### src/hdl/c2s_pkg.sv
`timescale 1ns / 1ps
// ----------------------------------------------------------------------------
// c2s_pkg
// Shared types, widths and constants of the Cartesian to spherical converter.
// ----------------------------------------------------------------------------
package c2s_pkg;

    localparam int unsigned COORD_W     = 24;
    localparam int unsigned RAD_W       = 24;
    localparam int unsigned AZ_W        = 25;
    localparam int unsigned POL_W       = 24;
    localparam int unsigned SQ_W        = 48;
    localparam int unsigned ANG_W       = 26;
    localparam int unsigned CIN_W       = 34;
    localparam int unsigned CW          = 64;
    localparam int unsigned SCALE_SHIFT = 28;
    localparam int unsigned SQRT_W      = 64;
    localparam int unsigned ROOT_W      = SQRT_W / 2;
    localparam int unsigned FIFO_DEPTH  = 8;
    localparam int unsigned FIFO_AW     = 3;
    localparam int unsigned FIFO_CW     = 4;
    localparam int unsigned FRONT_DEPTH = 3;

    localparam logic signed [ANG_W-1:0] DEG180 = 26'sd11796480;
    localparam logic signed [ANG_W-1:0] DEG90  = 26'sd5898240;
    localparam logic signed [ANG_W-1:0] AZ_MIN = -26'sd11796479;

    typedef struct packed {
        logic signed [COORD_W-1:0] x;
        logic signed [COORD_W-1:0] y;
        logic signed [COORD_W-1:0] z;
        logic        [SQ_W-1:0]    sum_r;
        logic        [SQ_W-1:0]    sum_t;
    } t_item;

    typedef struct packed {
        logic               empty;
        logic               full;
        logic [FIFO_CW-1:0] count;
    } t_fifo_stat;

    function automatic logic signed [ANG_W-1:0] atan_deg(input int unsigned idx);
        logic signed [ANG_W-1:0] v;
        begin
            case (idx)
                0:       v = 26'sd2949120;
                1:       v = 26'sd1740967;
                2:       v = 26'sd919879;
                3:       v = 26'sd466945;
                4:       v = 26'sd234379;
                5:       v = 26'sd117304;
                6:       v = 26'sd58666;
                7:       v = 26'sd29335;
                8:       v = 26'sd14668;
                9:       v = 26'sd7334;
                10:      v = 26'sd3667;
                11:      v = 26'sd1833;
                12:      v = 26'sd917;
                13:      v = 26'sd458;
                14:      v = 26'sd229;
                15:      v = 26'sd115;
                16:      v = 26'sd57;
                17:      v = 26'sd29;
                18:      v = 26'sd14;
                19:      v = 26'sd7;
                20:      v = 26'sd4;
                21:      v = 26'sd2;
                22:      v = 26'sd1;
                default: v = 26'sd0;
            endcase
            return v;
        end
    endfunction

endpackage

### src/hdl/c2s_front.sv
`timescale 1ns / 1ps
// ----------------------------------------------------------------------------
// c2s_front
// Accepts points, squares the coordinates and forms the two sums of squares.
// ----------------------------------------------------------------------------
module c2s_front (
    input  logic                               i_clk,
    input  logic                               i_rst_n,
    input  logic                               i_valid,
    input  logic signed [c2s_pkg::COORD_W-1:0] i_x,
    input  logic signed [c2s_pkg::COORD_W-1:0] i_y,
    input  logic signed [c2s_pkg::COORD_W-1:0] i_z,
    output logic                               o_push,
    output c2s_pkg::t_item                     o_item
);
    import c2s_pkg::*;

    logic                      r_v1;
    logic signed [COORD_W-1:0] r_x1, r_y1, r_z1;
    logic                      r_v2;
    logic signed [COORD_W-1:0] r_x2, r_y2, r_z2;
    logic        [SQ_W-2:0]    r_xx, r_yy, r_zz;
    logic signed [SQ_W-1:0]    n_xx, n_yy, n_zz;

    always_comb begin
        n_xx = r_x1 * r_x1;
        n_yy = r_y1 * r_y1;
        n_zz = r_z1 * r_z1;
    end

    always_ff @(posedge i_clk) begin
        if (!i_rst_n) begin
            r_v1 <= 1'b0;
            r_v2 <= 1'b0;
        end else begin
            r_v1 <= i_valid;
            r_v2 <= r_v1;
        end
        r_x1 <= i_x;
        r_y1 <= i_y;
        r_z1 <= i_z;
        r_x2 <= r_x1;
        r_y2 <= r_y1;
        r_z2 <= r_z1;
        r_xx <= n_xx[SQ_W-2:0];
        r_yy <= n_yy[SQ_W-2:0];
        r_zz <= n_zz[SQ_W-2:0];
    end

    always_comb begin
        o_push       = r_v2;
        o_item.x     = r_x2;
        o_item.y     = r_y2;
        o_item.z     = r_z2;
        o_item.sum_t = {1'b0, r_xx} + {1'b0, r_yy};
        o_item.sum_r = o_item.sum_t + {1'b0, r_zz};
    end

endmodule

### config.mk
export PLATFORM = sky130hd
export DESIGN_NAME = c2s_front
export DESIGN_NICKNAME = d
export VERILOG_FILES = /design/src/hdl/c2s_pkg.sv /design/src/hdl/c2s_front.sv
export SDC_FILE = /design/constraint.sdc
export NUM_CORES = 2
export LEC_CHECK = 0
export BUFFER_PORTS_ARGS = -buffer_cell sky130_fd_sc_hd__buf_2
export CORE_UTILIZATION = 27
export DETAILED_ROUTE_END_ITERATION = 7
export GPL_ROUTABILITY_DRIVEN = 0
export SYNTH_ARGS = -nofsm -noshare
export SYNTH_HDL_FRONTEND = slang
export SYNTH_SLANG_ARGS = --single-unit
### constraint.sdc
create_clock -name i_clk -period 12.9 [get_ports i_clk]
set_input_delay 1.29 -clock i_clk [delete_from_list [all_inputs] [get_ports i_clk]]
set_output_delay 1.29 -clock i_clk [all_outputs]
set_load 0.02 [all_outputs]
==> flow_summary_export.csv <==
group,metric,value,unit
setup_path,path_max_fanout,7,
grt,grt_max_degree,49,
synthesis,netlist_instances,6870,
floorplan,ios,244,
synthesis,synthTopCellsByArea,"fa_1 50%, inv_1 12%, ha_1 10%",
grt,busiest_layer,"met2",
floorplan,row_count,181,
grt,gr-usage-met2,0.259,
layout,syn_to_final_growth,9.97,%
sta,period_minus_slack,9040,ps
floorplan,core_area,243000,µm²
synthesis,yosys_warnings,0,
clocking,postCtsHoldBufs,0,
setup_path,cp_top_family,"compound AO/OA/AOI/OAI gates",
clocking,cts_inserted_buffers,39,
sta,finalSetupViolations,0,
layout,final_cell_area,72600,µm²
sta,fin_worst_skew,31.5,ps
grt,grt_usage,0.151,
sta,relSlewSlack,0.178,
synthesis,syn-cell-area,66100,µm²
detailed_routing,wl_per_cell,17.4,µm
clocking,clock_tree.root_cell,"clkbuf_16",
placement,portBuffers,243,
synthesis,yosysTopAreaCell,"fa_1",
detailed_routing,num_vias,45099,
layout,layout_common_cells,"2,026 x inv_1, 1,639 x fa_1, 633 x nand2_1, 526 x ha_1, 295 x and2_1",
floorplan,die_h,497,µm
setup_path,cp_slowest_cell,"a2111oi_0",
detailed_routing,via_per_inst,4.38,
layout,n_fill_cell,25470,
sta,worstMarginPinSlew,1230,ps
synthesis,synth_enable_flop_cells,0,
grt,grt_pass1_vias,51060,
synthesis,yosysSeqAreaShare,0.0852,
detailed_routing,first_pass_iters,6,
clocking,post-cts-setup-buffers,0,
min_path,hold_class,"flip-flop to flip-flop",
layout,multi_input_area,52100,µm²
outcome,outcome,"finished clean",
sta,setup_tns,0,ps
synthesis,synth_top_area_share,0.497,
placement,place_area,71200,µm²
floorplan,dieWidth,497,µm
sta,fmax,111,MHz
layout,regArea,5630,µm²
synthesis,synth_ff_type,"dfxtp_1",
synthesis,async_reset_ff_frac,0,
grt,overflow,0,
clocking,cts_tree,"done",
layout,final_common_cell,"inv_1",
synthesis,syn_area_per_cell,9.61,µm²
setup_path,crit_path_max_incr_delay,900,ps
clocking,cts_sinks,281,
clocking,clk_path_buf_depth,3,
detailed_routing,drc,0,
synthesis,syn_nets,9110,
setup_path,criticalPathCategory,"flip-flop to primary output",
synthesis,synth_seq_cells,281,
clocking,clk_latency,650,ps
sta,hold_viol_final,0,
detailed_routing,ant_nets,0,
clocking,path_clk_slew,60,ps
sta,period_share,0.701,
setup_path,path_buf_inv,1,
layout,fin_nets,9291,
setup_path,required,11610,ps
synthesis,synth.distinct_cells,75,
clocking,cts_resized,0,
setup_path,worstPathCellList,"ha_1 -> a211o_1 -> a2111oi_4 -> o211ai_1 -> a21oi_1 -> nor2b_1 -> nor2_1 -> o21ai_0 -> nand3_1 -> o21ai_0 -> xor2_1 -> ha_1 -> nand4_1 -> a2111oi_0 -> nand2_1 -> o211ai_1 -> o21bai_1 -> nor3_1 -> nor4b_1 -> o41ai_1 -> a21oi_1 -> xnor2_1 -> buf_2",
clocking,cts_htree_levels,2,
floorplan,die_area,247000,µm²
grt,use_met1,0.193,
grt,grtUsageMet3,0.0197,
floorplan,start_util,0.272,
placement,post-dp-hpwl,152000,µm
layout,drive_gt1_frac,0.0604,
grt,antenna_found_initial,11,
setup_path,critPathLaunchType,"flip-flop",
grt,grt_pass1_wl,286000,µm
sta,final_max_slew_viol_count,0,
detailed_routing,detailedRoute.firstIterationViolations,2527,
setup_path,cp.arrival,7750,ps
setup_path,cp-end-kind,"primary output",
flow_run,maxCapViolations,0,
sta,rsz0062_at_grt,"no",
detailed_routing,finalWirelength,179000,µm
-- cell families (layout without fill, tap and decap cells) --
logic type / count (synthesis) / after routing / share of synthesized area
compound gates: 607 / 607 / 0.0604
xor+xnor: 267 / 267 / 0.0354
fa+ha+maj: 2165 / 2165 / 0.596
buf+inv: 2211 / 2423 / 0.126
flops: 281 / 281 / 0.0852
mux: 3 / 3 / 0.000455
other cells: 0 / 2 / 0
simple gates: 1336 / 1336 / 0.0963
-- flip-flops by register name (all words and copies together), names as in the netlist --
name and flops:
r_zz 46, r_z2 23, r_x2 23, r_y2 23
o_push 1, r_y1 24, r_v1 1, r_z1 24
r_xx 46, r_x1 24, r_yy 46
-- synthesized netlist by cell type (4+ instances only) --
library cell and instances:
clkbuf_1 175, nand3_1 45, o41ai_1 4, or2_2 9, o211ai_1 16, a41oi_1 4, a21oi_1 194, nand2_1 633
or3_1 7, o31ai_1 15, nand4_1 31, and2_1 295, xnor2_1 187, a31oi_1 24, buf_2 6, o21ai_1 5
a221oi_1 6, inv_1 2026, ha_1 526, nor3_1 27, a211o_1 6, a311oi_1 4, a31o_2 4, a211oi_1 22
xor2_1 80, a21o_1 98, fa_1 1639, dfxtp_1 281, and4_1 8, and3_1 11, o21ai_0 98, nor2_1 144
nand2b_1 34, nor4_1 10, o21bai_1 31, o21a_1 31, o22ai_1 5, nor2b_1 73
-- worst paths after layout --
kind | cells after the start | to | start | slack (ps)
setup / recovery | 23 | o_item[93] | r_xx[3]$_DFF_P_ | 3860
hold / removal | 0 | r_x2[10]$_DFF_P_ | r_x1[10]$_DFF_P_ | 350
setup reg to reg | 24 | r_yy[46]$_DFF_P_ | r_y1[9]$_DFF_P_ | 4790
hold reg to reg | 0 | r_x2[10]$_DFF_P_ | r_x1[10]$_DFF_P_ | 350
-- layer usage --
layer / share of wire / vias to the layer above / wire [µm]
met1: 0.42 / 23339 / 74900
li1: - / 20462 / -
met3: 0.049 / 232 / 8700
met5: 0 / - / 0
met2: 0.49 / 1066 / 88000
met4: 0.039 / 0 / 6910
-- stage by stage --
step | cells | hold WS, ps | utilization | setup WS (ps)
3_3_place_gp | 10212 | 332 | 0.293 | 4340
6_report | 10286 | 351 | 0.299 | 3860
2_1_floorplan | 6870 | 354 | - | 5770
4_1_cts | 10284 | 353 | 0.299 | 3570
3_5_place_dp | 10212 | 346 | 0.293 | 4320
5_1_grt | 10284 | 361 | 0.299 | 3220
-- area by class of cell --
class / count / share of cell area
repair buffers: 325 / 0.0252
well taps: 3202 / 0.0552
flip-flops and latches: 281 / 0.0775
diodes: 2 / 0.0000689
clock buffers: 50 / 0.0154
inverters: 2026 / 0.105
clock inverters: 22 / 0.00443
multi-input cells: 4378 / 0.718
Power is left out: the tool's default activity adds up to more than one toggle a clock period on the data nets, which glitch-free logic cannot reach.
